==> src/rtl/sat_pkg.sv <==
// Package for the shell argument tokenizer: character constants, result codes,
// the result record type and the table capacity.
// No dependencies; every other file of the block imports it.
package sat_pkg;

  // Hard capacity of the argument table; the register value is clamped to it.
  localparam logic [6:0] MaxArgs = 7'd64;

  // Result kinds.
  localparam logic [1:0] KIND_BYTE  = 2'd0;
  localparam logic [1:0] KIND_END   = 2'd1;
  localparam logic [1:0] KIND_DONE  = 2'd2;
  localparam logic [1:0] KIND_ERROR = 2'd3;

  // Error codes.
  localparam logic [1:0] ERR_QUOTE    = 2'd0;
  localparam logic [1:0] ERR_ESCAPE   = 2'd1;
  localparam logic [1:0] ERR_TOO_MANY = 2'd2;

  // Open quote state.
  localparam logic [1:0] QUOTE_NONE   = 2'd0;
  localparam logic [1:0] QUOTE_SINGLE = 2'd1;
  localparam logic [1:0] QUOTE_DOUBLE = 2'd2;

  // Characters of interest.
  localparam logic [7:0] CHAR_NUL    = 8'h00;
  localparam logic [7:0] CHAR_SPACE  = 8'h20;
  localparam logic [7:0] CHAR_TAB    = 8'h09;
  localparam logic [7:0] CHAR_BSLASH = 8'h5C;
  localparam logic [7:0] CHAR_SQUOTE = 8'h27;
  localparam logic [7:0] CHAR_DQUOTE = 8'h22;

  // One result record as it travels to the output.
  typedef struct packed {
    logic [1:0] kind;
    logic [7:0] data;
    logic [6:0] index;
    logic [1:0] code;
    logic       last;
  } result_t;

endpackage

==> src/rtl/sat_core.sv <==
// Tokenizer state and the per-byte step logic producing up to two results.
// Depends on sat_pkg.
module sat_core
  import sat_pkg::*;
(
  input  logic       clk_i,
  input  logic       rst_ni,
  input  logic       step_en_i,
  input  logic [7:0] byte_i,
  input  logic [6:0] max_args_i,
  output logic [1:0] res_cnt_o,
  output result_t    res0_o,
  output result_t    res1_o
);

  logic       in_arg_q, in_arg_d;
  logic [1:0] quote_q, quote_d;
  logic       esc_q, esc_d;
  logic [6:0] count_q, count_d;
  logic       disc_q, disc_d;

  logic [6:0] cap;
  logic       blank;
  logic       go;
  logic [6:0] idx;
  logic [7:0] close_char;

  assign cap   = (max_args_i < MaxArgs) ? max_args_i : MaxArgs;
  assign blank = (byte_i == CHAR_SPACE) || (byte_i == CHAR_TAB);

  // Step logic for one byte, following the quoting and escape rules.
  always_comb begin
    in_arg_d   = in_arg_q;
    quote_d    = quote_q;
    esc_d      = esc_q;
    count_d    = count_q;
    disc_d     = disc_q;
    res_cnt_o  = 2'd0;
    res0_o     = '0;
    res1_o     = '0;
    go         = 1'b0;
    idx        = '0;
    close_char = (quote_q == QUOTE_SINGLE) ? CHAR_SQUOTE : CHAR_DQUOTE;

    if (byte_i == CHAR_NUL) begin
      // Line end: report the outcome unless discarding, then clear the line.
      if (!disc_q) begin
        if (esc_q) begin
          res0_o    = '{KIND_ERROR, 8'd0, count_q, ERR_ESCAPE, 1'b0};
          res_cnt_o = 2'd1;
        end else if (quote_q != QUOTE_NONE) begin
          res0_o    = '{KIND_ERROR, 8'd0, count_q, ERR_QUOTE, 1'b0};
          res_cnt_o = 2'd1;
        end else if (in_arg_q) begin
          res0_o    = '{KIND_END, 8'd0, count_q - 7'd1, ERR_QUOTE, 1'b0};
          res1_o    = '{KIND_DONE, 8'd0, count_q, ERR_QUOTE, 1'b0};
          res_cnt_o = 2'd2;
        end else begin
          res0_o    = '{KIND_DONE, 8'd0, count_q, ERR_QUOTE, 1'b0};
          res_cnt_o = 2'd1;
        end
      end
      in_arg_d = 1'b0;
      quote_d  = QUOTE_NONE;
      esc_d    = 1'b0;
      count_d  = '0;
      disc_d   = 1'b0;
    end else if (!disc_q) begin
      go = 1'b1;
      // A non-blank byte between arguments starts one, if there is room.
      if (!in_arg_q) begin
        if (blank) begin
          go = 1'b0;
        end else if (count_q >= cap) begin
          disc_d    = 1'b1;
          res0_o    = '{KIND_ERROR, 8'd0, count_q, ERR_TOO_MANY, 1'b0};
          res_cnt_o = 2'd1;
          go        = 1'b0;
        end else begin
          count_d  = count_q + 7'd1;
          in_arg_d = 1'b1;
          quote_d  = QUOTE_NONE;
          esc_d    = 1'b0;
        end
      end
      idx = count_d - 7'd1;
      // Inside an argument: escapes, quotes, separators and plain bytes.
      if (go) begin
        if (esc_d) begin
          esc_d     = 1'b0;
          res0_o    = '{KIND_BYTE, byte_i, idx, ERR_QUOTE, 1'b0};
          res_cnt_o = 2'd1;
        end else if (byte_i == CHAR_BSLASH) begin
          esc_d = 1'b1;
        end else if (quote_d != QUOTE_NONE) begin
          if (byte_i == close_char) begin
            quote_d = QUOTE_NONE;
          end else begin
            res0_o    = '{KIND_BYTE, byte_i, idx, ERR_QUOTE, 1'b0};
            res_cnt_o = 2'd1;
          end
        end else if (byte_i == CHAR_SQUOTE) begin
          quote_d = QUOTE_SINGLE;
        end else if (byte_i == CHAR_DQUOTE) begin
          quote_d = QUOTE_DOUBLE;
        end else if (blank) begin
          res0_o    = '{KIND_END, 8'd0, idx, ERR_QUOTE, 1'b0};
          res_cnt_o = 2'd1;
          in_arg_d  = 1'b0;
        end else begin
          res0_o    = '{KIND_BYTE, byte_i, idx, ERR_QUOTE, 1'b0};
          res_cnt_o = 2'd1;
        end
      end
    end

    // Mark the final result caused by this byte.
    case (res_cnt_o)
      2'd1:    res0_o.last = 1'b1;
      2'd2:    res1_o.last = 1'b1;
      default: ;
    endcase
  end

  // Line state advances only when a byte is processed.
  always_ff @(posedge clk_i or negedge rst_ni) begin
    if (!rst_ni) begin
      in_arg_q <= 1'b0;
      quote_q  <= QUOTE_NONE;
      esc_q    <= 1'b0;
      count_q  <= '0;
      disc_q   <= 1'b0;
    end else if (step_en_i) begin
      in_arg_q <= in_arg_d;
      quote_q  <= quote_d;
      esc_q    <= esc_d;
      count_q  <= count_d;
      disc_q   <= disc_d;
    end
  end

endmodule

==> src/rtl/sat_fifo.sv <==
// Four-entry queue taking up to two results per cycle with room, giving one.
// Depends on sat_pkg.
module sat_fifo
  import sat_pkg::*;
(
  input  logic       clk_i,
  input  logic       rst_ni,
  input  logic [1:0] push_cnt_i,
  input  result_t    push0_i,
  input  result_t    push1_i,
  output logic       room_o,
  output logic       out_valid_o,
  input  logic       out_ready_i,
  output result_t    out_o
);

  result_t    mem_q [4];
  logic [1:0] wptr_q, rptr_q;
  logic [2:0] cnt_q, cnt_d;
  logic       pop;
  logic [1:0] wptr_nxt;

  assign room_o      = (cnt_q <= 3'd2);
  assign out_valid_o = (cnt_q != 3'd0);
  assign out_o       = mem_q[rptr_q];
  assign pop         = out_valid_o && out_ready_i;
  assign wptr_nxt    = wptr_q + 2'd1;
  assign cnt_d       = cnt_q + {1'b0, push_cnt_i} - {2'b00, pop};

  // Pointers and fill count.
  always_ff @(posedge clk_i or negedge rst_ni) begin
    if (!rst_ni) begin
      wptr_q <= '0;
      rptr_q <= '0;
      cnt_q  <= '0;
    end else begin
      wptr_q <= wptr_q + push_cnt_i;
      rptr_q <= rptr_q + {1'b0, pop};
      cnt_q  <= cnt_d;
    end
  end

  // Entry storage; the second result goes into the slot after the first.
  always_ff @(posedge clk_i) begin
    if (push_cnt_i != 2'd0) begin
      mem_q[wptr_q] <= push0_i;
    end
    if (push_cnt_i == 2'd2) begin
      mem_q[wptr_nxt] <= push1_i;
    end
  end

`ifndef SYNTH
  a_cnt_bound: assert property (@(posedge clk_i) disable iff (!rst_ni)
    cnt_q <= 3'd4) else $error("result queue count out of range");
  a_push_room: assert property (@(posedge clk_i) disable iff (!rst_ni)
    (push_cnt_i != 2'd0) |-> (cnt_q <= 3'd2))
    else $error("results pushed without room");
  a_cnt_track: assert property (@(posedge clk_i) disable iff (!rst_ni)
    (push_cnt_i == 2'd0 && !pop) |=> $stable(cnt_q))
    else $error("result queue count moved without a transfer");
`endif

endmodule

==> src/rtl/shell_argument_tokenizer.sv <==
// Shell argument tokenizer: splits a zero-terminated command line into arguments.
// Each byte is registered, then stepped into the result queue once the queue has room.
// Throughput: one byte per cycle while the result queue has room; a line end
// closing an argument gives two results, sent one at a time by the single output port.
// Reset (rst_ni, asynchronous, active low) clears the line state and sets the
// argument limit register to 64.
module shell_argument_tokenizer
  import sat_pkg::*;
(
  input  logic       clk_i,
  input  logic       rst_ni,
  input  logic       in_valid_i,
  output logic       in_ready_o,
  input  logic [7:0] in_byte_i,
  output logic       out_valid_o,
  input  logic       out_ready_i,
  output logic [1:0] result_kind_o,
  output logic [7:0] out_byte_o,
  output logic [6:0] arg_index_o,
  output logic [1:0] error_code_o,
  output logic       last_of_run_o,
  input  logic       cfg_we_i,
  input  logic [6:0] cfg_wdata_i
);

  logic [6:0] max_args_q;
  logic       byte_vld_q;
  logic [7:0] byte_q;
  logic       room;
  logic       step_en;
  logic [1:0] res_cnt;
  logic [1:0] push_cnt;
  result_t    res0, res1, head;

  assign step_en    = byte_vld_q && room;
  assign in_ready_o = !byte_vld_q || step_en;
  assign push_cnt   = step_en ? res_cnt : 2'd0;

  // Argument limit register.
  always_ff @(posedge clk_i or negedge rst_ni) begin
    if (!rst_ni) begin
      max_args_q <= MaxArgs;
    end else if (cfg_we_i) begin
      max_args_q <= cfg_wdata_i;
    end
  end

  // Input register: holds one byte until the step logic takes it.
  always_ff @(posedge clk_i or negedge rst_ni) begin
    if (!rst_ni) begin
      byte_vld_q <= 1'b0;
    end else if (in_ready_o) begin
      byte_vld_q <= in_valid_i;
    end
  end

  always_ff @(posedge clk_i) begin
    if (in_valid_i && in_ready_o) begin
      byte_q <= in_byte_i;
    end
  end

  sat_core u_core (
    .clk_i      (clk_i),
    .rst_ni     (rst_ni),
    .step_en_i  (step_en),
    .byte_i     (byte_q),
    .max_args_i (max_args_q),
    .res_cnt_o  (res_cnt),
    .res0_o     (res0),
    .res1_o     (res1)
  );

  sat_fifo u_fifo (
    .clk_i       (clk_i),
    .rst_ni      (rst_ni),
    .push_cnt_i  (push_cnt),
    .push0_i     (res0),
    .push1_i     (res1),
    .room_o      (room),
    .out_valid_o (out_valid_o),
    .out_ready_i (out_ready_i),
    .out_o       (head)
  );

  // Result fields.
  assign result_kind_o = head.kind;
  assign out_byte_o    = head.data;
  assign arg_index_o   = head.index;
  assign error_code_o  = head.code;
  assign last_of_run_o = head.last;

endmodule
==> config.mk <==
export PLATFORM = sky130hd
export DESIGN_NAME = shell_argument_tokenizer
export DESIGN_NICKNAME = d
export VERILOG_FILES = /design/src/rtl/sat_pkg.sv /design/src/rtl/sat_core.sv /design/src/rtl/sat_fifo.sv /design/src/rtl/shell_argument_tokenizer.sv
export SDC_FILE = /design/constraint.sdc
export NUM_CORES = 1
export LEC_CHECK = 0
export BUFFER_PORTS_ARGS = -buffer_cell sky130_fd_sc_hd__buf_4
export CORE_ASPECT_RATIO = 1.1
export CORE_UTILIZATION = 56
export DETAILED_ROUTE_END_ITERATION = 12
export HOLD_SLACK_MARGIN = 0.12
export PLACE_DENSITY_LB_ADDON = 0.12
export SLEW_MARGIN = 20
export SYNTH_ARGS = -nofsm -noshare
export SYNTH_HDL_FRONTEND = slang
export SYNTH_HIERARCHICAL = 1
export SYNTH_SLANG_ARGS = --single-unit
==> constraint.sdc <==
create_clock -name clk_i -period 4.69 [get_ports clk_i]
set_clock_uncertainty 0.05 [all_clocks]
set_input_delay 0.938 -clock clk_i [delete_from_list [all_inputs] [get_ports clk_i]]
set_output_delay 0.938 -clock clk_i [all_outputs]
set_load 0.05 [all_outputs]
==> results of run 1 <==
cell usage in the layout (no fill, tap or decap), types with 5 or more instances in the layout:
cell,instances
and3_1,13
ha_1,15
conb_1,11
edfxtp_1,88
nor4_1,5
mux2_2,41
nand3_1,10
nand2b_1,6
nor3_1,13
clkbuf_16,17
xnor2_1,10
nor2_1,28
mux2_4,46
inv_1,9
a21oi_1,16
buf_4,60
mux4_2,20
nand2_1,27
o21ai_0,18
xor2_1,6
and2_1,12
dfrtp_1,26
power by group through the flow:
stage	Sequential, mW	Clock, mW	Combinational [mW]
floorplan	1.46	0	1.77
global placement	1.56	0	2.20
detailed placement	1.58	0	2.24
CTS	1.56	1.43	2.26
global route	1.58	1.47	2.42
finish	1.56	1.41	2.24
state kept, by name (all words and copies together) (netlist names):
register and flops:
u_fifo/mem_q 80, byte_q 8, max_args_q 7, u_core/count_q 7, u_fifo/cnt_q 3, u_core/quote_q 2
u_fifo/rptr_q 2, u_fifo/wptr_q 2, byte_vld_q 1, u_core/disc_q 1, u_core/esc_q 1, u_core/in_arg_q 1
worst max-delay path, cell delays in order (launching register included):
cell,delay [ns]
dfstp_2,0.54
inv_1,0.10
ha_1,0.36
a21oi_1,0.17
and3_1,0.17
o21a_1,0.24
a21oi_1,0.15
a31oi_1,0.18
o21ai_1,0.08
buf_4,0.16
o21ai_0,0.26
a21oi_1,0.12
and3_1,0.28
buf_4,0.18
and4bb_2,0.29
buf_4,0.40
mux2_4,0.34
how the worst min path moves through the flow:
stage                               from                             to  slack (ns)
5_1_grt                           rst_ni  u_core/count_q[4]$_DFFE_PN0P_        0.40
4_1_cts                           rst_ni      max_args_q[4]$_DFFE_PN0P_        0.38
6_report                          rst_ni      max_args_q[4]$_DFFE_PN0P_        0.38
3_3_place_gp   max_args_q[0]$_DFFE_PN0P_      max_args_q[0]$_DFFE_PN0P_        0.44
3_5_place_dp   max_args_q[4]$_DFFE_PN0P_      max_args_q[4]$_DFFE_PN0P_        0.44
2_1_floorplan  max_args_q[0]$_DFFE_PN0P_      max_args_q[0]$_DFFE_PN0P_        0.42
cell families after synthesis:
| logic type | count (synthesis) | synth area share |
|---|---|---|
| AND/OR/NAND/NOR | 141 | 0.1107 |
| flip-flops | 115 | 0.4825 |
| multiplexers | 112 | 0.2404 |
| AO/OA/AOI/OAI | 76 | 0.07311 |
| buffers and inverters | 49 | 0.04219 |
| adder cells (fa/ha/maj) | 16 | 0.03019 |
| XOR/XNOR | 16 | 0.02037 |
| other | 1 | 0.0005450 |
cell type report:
class                      instances  area, sq um
multi-input combinational        372         3333
tap                              154        192.7
clock inverter                    15        220.2
sequential                       115         3319
fill                             891         4006
clock buffer                      17        425.4
timing repair buffer              60        450.4
inverter                           9        33.78
routing by layer:
layer	routed length [microns]	GRT usage	vias up
met3	842	0.06067	26
met1	6233	0.3290	2288
li1	-	-	2099
met2	7710	0.4311	145
met5	0	0	-
met4	243	0.08134	0
per-stage QoR:
| step | util | setup slack (ns) |
|---|---|---|
| 6_report | 0.6656 | 0.3439 |
| 5_1_grt | 0.6656 | 0.1389 |
| 4_1_cts | 0.6656 | 0.4081 |
| 3_5_place_dp | 0.6117 | 0.4625 |
| 3_3_place_gp | 0.6117 | 0.6040 |
| 2_1_floorplan | - | 0.4962 |
==> metrics.md, run 1 <==
| Metric | Value |
|---|---|
| Finished Layout Cells | 742 |
| GPL Wtd Cong | 0.8551 |
| Avg Vias per Cell | 6.143 |
| Pin count of the biggest net entering global routing | 28 |
| Critical Path AT | 4.46 ns |
| Post-synth EDFFs | 88 |
| Crit path from | max_args_q[6]$_DFFE_PN1P_ |
| Synth async-reset ratio | 0.2348 |
| R2R setup slack | 0.34 ns |
| DR iter-0 viols | 256 |
| Min Hold Slack | 0.3822 ns |
| Worst VDD drop | 0.3464 mV |
| ANT cells | 0 |
| Max-cap violations | 0 |
| Total congestion overflow | 0 |
| CP Capture Type | flip-flop |
| Die X | 107.7 microns |
| Final-report setup violation count | 0 |
| CTS Buf Count | 17 |
| Largest cells by area after synthesis | edfxtp_1, mux2_4, dfrtp_1 |
| CTS H-tree lvls | 4 |
| Synthesis Warnings | 6 |
| Clock sinks | 115 |
| Startpoint types | flip-flop |
| Syn Area/Cell | 13.08 sq um |
| Area Overhead vs Synth | 15.91% |
| Final Instance Area | 7975 sq um |
| Synthesized flop and latch total | 115 |
| Number of global-route vias before repair | 4685 |
| Switch share | 0.3770 |
| Clock network fraction of design power | 0.270 |
| Initial cell density of the core | 0.5742 |
| Crit path kind | reg2reg |
| Routed WL | 15.03 mm |
| Post-synth top area share | 0.3841 |
| R2R depth | 16 |
| Placed insts | 710 |
| Violated checks | design-rule violations |
| Clock Pin Slew Worst Setup and Hold Paths | 0.06 ns |
| Count of unique library cells instantiated by Yosys | 64 |
| Placed cell area | 7330 sq um |
| Mapped cell area | 6880 sq um |
| Nets@finish | 611 |
| Final ANT Viol Nets | 0 |
| Power density over the cells | 653.1 nW/um^2 |
| Clk buf depth | 2 |
| Via count | 4558 |
| Hold Crit Class | in2async |
| # DRC | 1 |
| Reg-to-Reg Start | max_args_q[6]$_DFFE_PN1P_ |
| Post-synthesis sequential area ratio | 0.4825 |
| Rows | 42 |
| P_int | 3.245 mW |
| Io pins | 42 |
| Max FO, Critical Path | 20 |
| Hold buffer count at CTS | 0 |
| Combinational share of power | 0.431 |
| Core Area | 11980 sq um |
| Total power | 5.209 mW |
| Post-synth top area cell | edfxtp_1 |
| Top FF cell, synth | edfxtp_1 |
| Final Hold Viols | 0 |
| Post-CTS Resized | 0 |
| Final setup TNS | 0 ns |
| CTS tree | done |
| Worst slew margin | 0.2938 |
| Post-Syn Instances | 526 |
| Post-detailed-route wirelength per cell | 20.26 microns |
| First-pass GRT wire length | 24.49 mm |
| Die height | 118.3 microns |
| Fin crit share | 0.9267 |
| Root buf cell | clkbuf_16 |
| TritonRoute pass-1 iters | 9 |
| Minimum clock period | 4.346 ns |
| Pins Over Slew Limit | 0 |
| Synth top cells by count | edfxtp_1, mux2_4, mux2_2 |
| Slew @ Worst Pin | 1.059 ns |
| Sequential share of power | 0.299 |
| Port bufs | 41 |
| Setup bufs post-CTS | 0 |
| RSZ-0062 raised after global routing | no |
| Most numerous cell in the Yosys netlist | edfxtp_1 |
| All-Layer GR Usage | 0.2578 |
| R2R Path End | u_fifo/mem_q[3][8]$_DFFE_PP_ |
| Sw power | 1.964 mW |
| Worst skew pair latency | 0.41 ns |
| Status | finished, violations left |
| Share of layout cells above drive strength 1 | 0.3605 |
| Initial antenna violation count | 0 |
| Fmax | 0.2301 GHz |
| DP HPWL | 10.26 mm |
| WP data required | 4.80 ns |
| Die area | 12730 sq um |
| CP endpoint | u_fifo/mem_q[3][8]$_DFFE_PP_ |
| Leakage Power | 3.144 nW |
(Power assumes the default switching activity.)
==> inputs of run 2 (changes only) <==
- CORE_UTILIZATION: 56 -> 55
- SYNTH_HIERARCHICAL: 1 -> not set
==> metrics.md, run 2 <==
| Metric | Value |
|---|---|
| Slowest cell on the critical path | dfrtp_1 |
| Status | complete, no violations |
| Core Area | 11060 sq um |
| Final ANT Viol Nets | 0 |
| Pin count of the biggest net entering global routing | 29 |
| Pins Over Slew Limit | 0 |
| Hold buffer count at CTS | 0 |
| Setup bufs post-CTS | 0 |
| Synthesis Warnings | 0 |
| Count of unique library cells instantiated by Yosys | 78 |
| Fin crit share | 0.8502 |
| DP HPWL | 11.49 mm |
| Rows | 40 |
| Final-report setup violation count | 0 |
| Die area | 11890 sq um |
| Share of layout cells above drive strength 1 | 0.2164 |
| Post-detailed-route wirelength per cell | 20.27 microns |
| CP Capture Type | flip-flop |
| Synth top cells by count | nand2_1, nand3_1, o21ai_0 |
| Commonest non-fill, non-tap cell in the layout | nand2_1 |
| Startpoint types | flip-flop |
| Total congestion overflow | 0 |
| GPL Wtd Cong | 0.9088 |
| Clk buf depth | 2 |
| Commonest cells after routing, fill and taps aside | nand2_1, buf_4, nand3_1 |
| Most numerous cell in the Yosys netlist | nand2_1 |
| Largest cells by area after synthesis | edfxtp_1, dfxtp_1, dfrtp_1 |
| CTS tree | done |
| # DRC | 0 |
| RSZ-0062 raised after global routing | no |
| Post-CTS Resized | 0 |
| DR iter-0 viols | 379 |
| TritonRoute pass-1 iters | 5 |
| Final setup TNS | 0 ns |
| Leakage Power | 2.826 nW |
| CTS Buf Count | 17 |
| Number of global-route vias before repair | 5177 |
| Routed WL | 16.56 mm |
| Syn Area/Cell | 10.16 sq um |
| Die height | 114.3 microns |
| Worst slew margin | 0.4189 |
| Via count | 5250 |
| All-Layer GR Usage | 0.2915 |
| WP data required | 4.84 ns |
| Initial cell density of the core | 0.5698 |
| Io pins | 42 |
| Port bufs | 41 |
| Crit path kind | reg2reg |
| Post-Syn Instances | 620 |
| CP Buf/Inv Count | 1 |
| Largest delay share family, worst path | compound AO/OA/AOI/OAI gates |
| Clock sinks | 115 |
| Final Hold Viols | 0 |
| Hold Crit Class | in2async |
| Minimum clock period | 3.987 ns |
| Max-cap violations | 0 |
| First-pass GRT wire length | 26.66 mm |
| ANT cells | 0 |
| Max reg flops | 80 |
| Initial antenna violation count | 0 |
| Synth async-reset ratio | 0.2348 |
| Top reg by flops | u_fifo.mem_q |
| Post-synth EDFFs | 44 |
| Root buf cell | clkbuf_16 |
| Die X | 104.1 microns |
| Nets@finish | 695 |
| Post-synth top area share | 0.2096 |
| Min Hold Slack | 0.3851 ns |
| Synthesized flop and latch total | 115 |
| CTS H-tree lvls | 4 |
| Crit-path max cell delay | 0.74 ns |
| Mapped cell area | 6302 sq um |
| Slew @ Worst Pin | 0.8626 ns |
| Clock Pin Slew Worst Setup and Hold Paths | 0.05 ns |
| Post-synth top area cell | edfxtp_1 |
| Power density over the cells | 700.5 nW/um^2 |
| Largest regs | u_fifo.mem_q: 80 flops, byte_q: 8 flops |
| Post-synthesis sequential area ratio | 0.4568 |
| Area Overhead vs Synth | 16.22% |
| Post-Syn Nets | 658 |
| Worst skew pair latency | 0.41 ns |
| Max FO, Critical Path | 19 |
| Fmax | 0.2508 GHz |
| Top FF cell, synth | edfxtp_1 |
| Crit path cell chain | ha_1 -> a21oi_1 -> o21ai_1 -> a21oi_1 -> inv_2 -> ha_1 -> nor3_1 -> a21oi_1 -> ha_1 -> o31ai_2 -> o2111ai_1 -> nand3_2 -> o32ai_1 |
| Critical Path AT | 4.14 ns |
| Avg Vias per Cell | 6.426 |
| Worst VDD drop | 0.3614 mV |
## run 2: cell count changes after synthesis, sizes merged, moves of 21 or more
cell and delta:
mux2 -82, o21ai +45, o22ai +21, nand2 +40, nand3 +41, dfxtp +44
edfxtp -44
## run 2: layout make-up
cell class / count / area (sq um)
flip-flops and latches: 115 / 2882
repair buffers: 54 / 405.4
inverters: 16 / 60.06
clock buffers: 22 / 528.0
well taps: 147 / 183.9
clock inverters: 10 / 63.81
multi-input cells: 453 / 3202
fillers: 890 / 3736
## run 2: cell families (layout without fill, tap and decap cells)
kind of cell	count (synthesis)	count (layout)	share of synthesized area
AO/OA/AOI/OAI	173	173	0.1920
XOR/XNOR	10	10	0.01390
adder cells (fa/ha/maj)	18	18	0.03693
buffers and inverters	52	102	0.03514
flip-flops	115	115	0.4568
multiplexers	27	27	0.08378
AND/OR/NAND/NOR	225	225	0.1815
## run 2: routing by layer
layer / wire length, microns / global-route usage
met2: 8274 / 0.4982
met4: 377 / 0.1000
met3: 1120 / 0.07456
met1: 6789 / 0.3613
met5: 0 / 0
## run 2: worst paths after layout
path                                                 start                              end  slack (ns)  cells past startpoint
setup / recovery             u_core.count_q[2]$_DFFE_PN0P_     u_fifo.mem_q[0][9]$_DFFE_PP_        0.70                     13
hold / removal                                      rst_ni           byte_vld_q$_DFFE_PN0N_        0.39                      1
setup reg to reg             u_core.count_q[2]$_DFFE_PN0P_     u_fifo.mem_q[0][9]$_DFFE_PP_        0.70                     13
hold reg to reg            u_fifo.mem_q[2][1]$_SDFFE_PP0P_  u_fifo.mem_q[2][1]$_SDFFE_PP0P_        0.41                      2
max in group asynchronous                           rst_ni        max_args_q[6]$_DFFE_PN1P_        3.89                      1
min in group clk_i         u_fifo.mem_q[2][1]$_SDFFE_PP0P_  u_fifo.mem_q[2][1]$_SDFFE_PP0P_        0.41                      2
## run 2: power breakdown
| part | switching (mW) | internal (mW) |
|---|---|---|
| registers | 0.317 | 1.35 |
| logic | 1.36 | 0.835 |
| clock network | 0.467 | 0.798 |
| total | 2.14 | 2.99 |
## run 2: through the flow
stage          total power [mW]  std cells  worst slack (ns)  utilization  cell area (sq um)
2_1_floorplan             3.259        620             1.289            -               6302
3_3_place_gp              3.796        785            0.9078       0.6085               6730
3_5_place_dp              3.863        785            0.8005       0.6086               6731
4_1_cts                   5.132        817            0.7283       0.6621               7323
5_1_grt                   5.371        817            0.4068       0.6622               7325
6_report                  5.131        817            0.7027       0.6622               7325
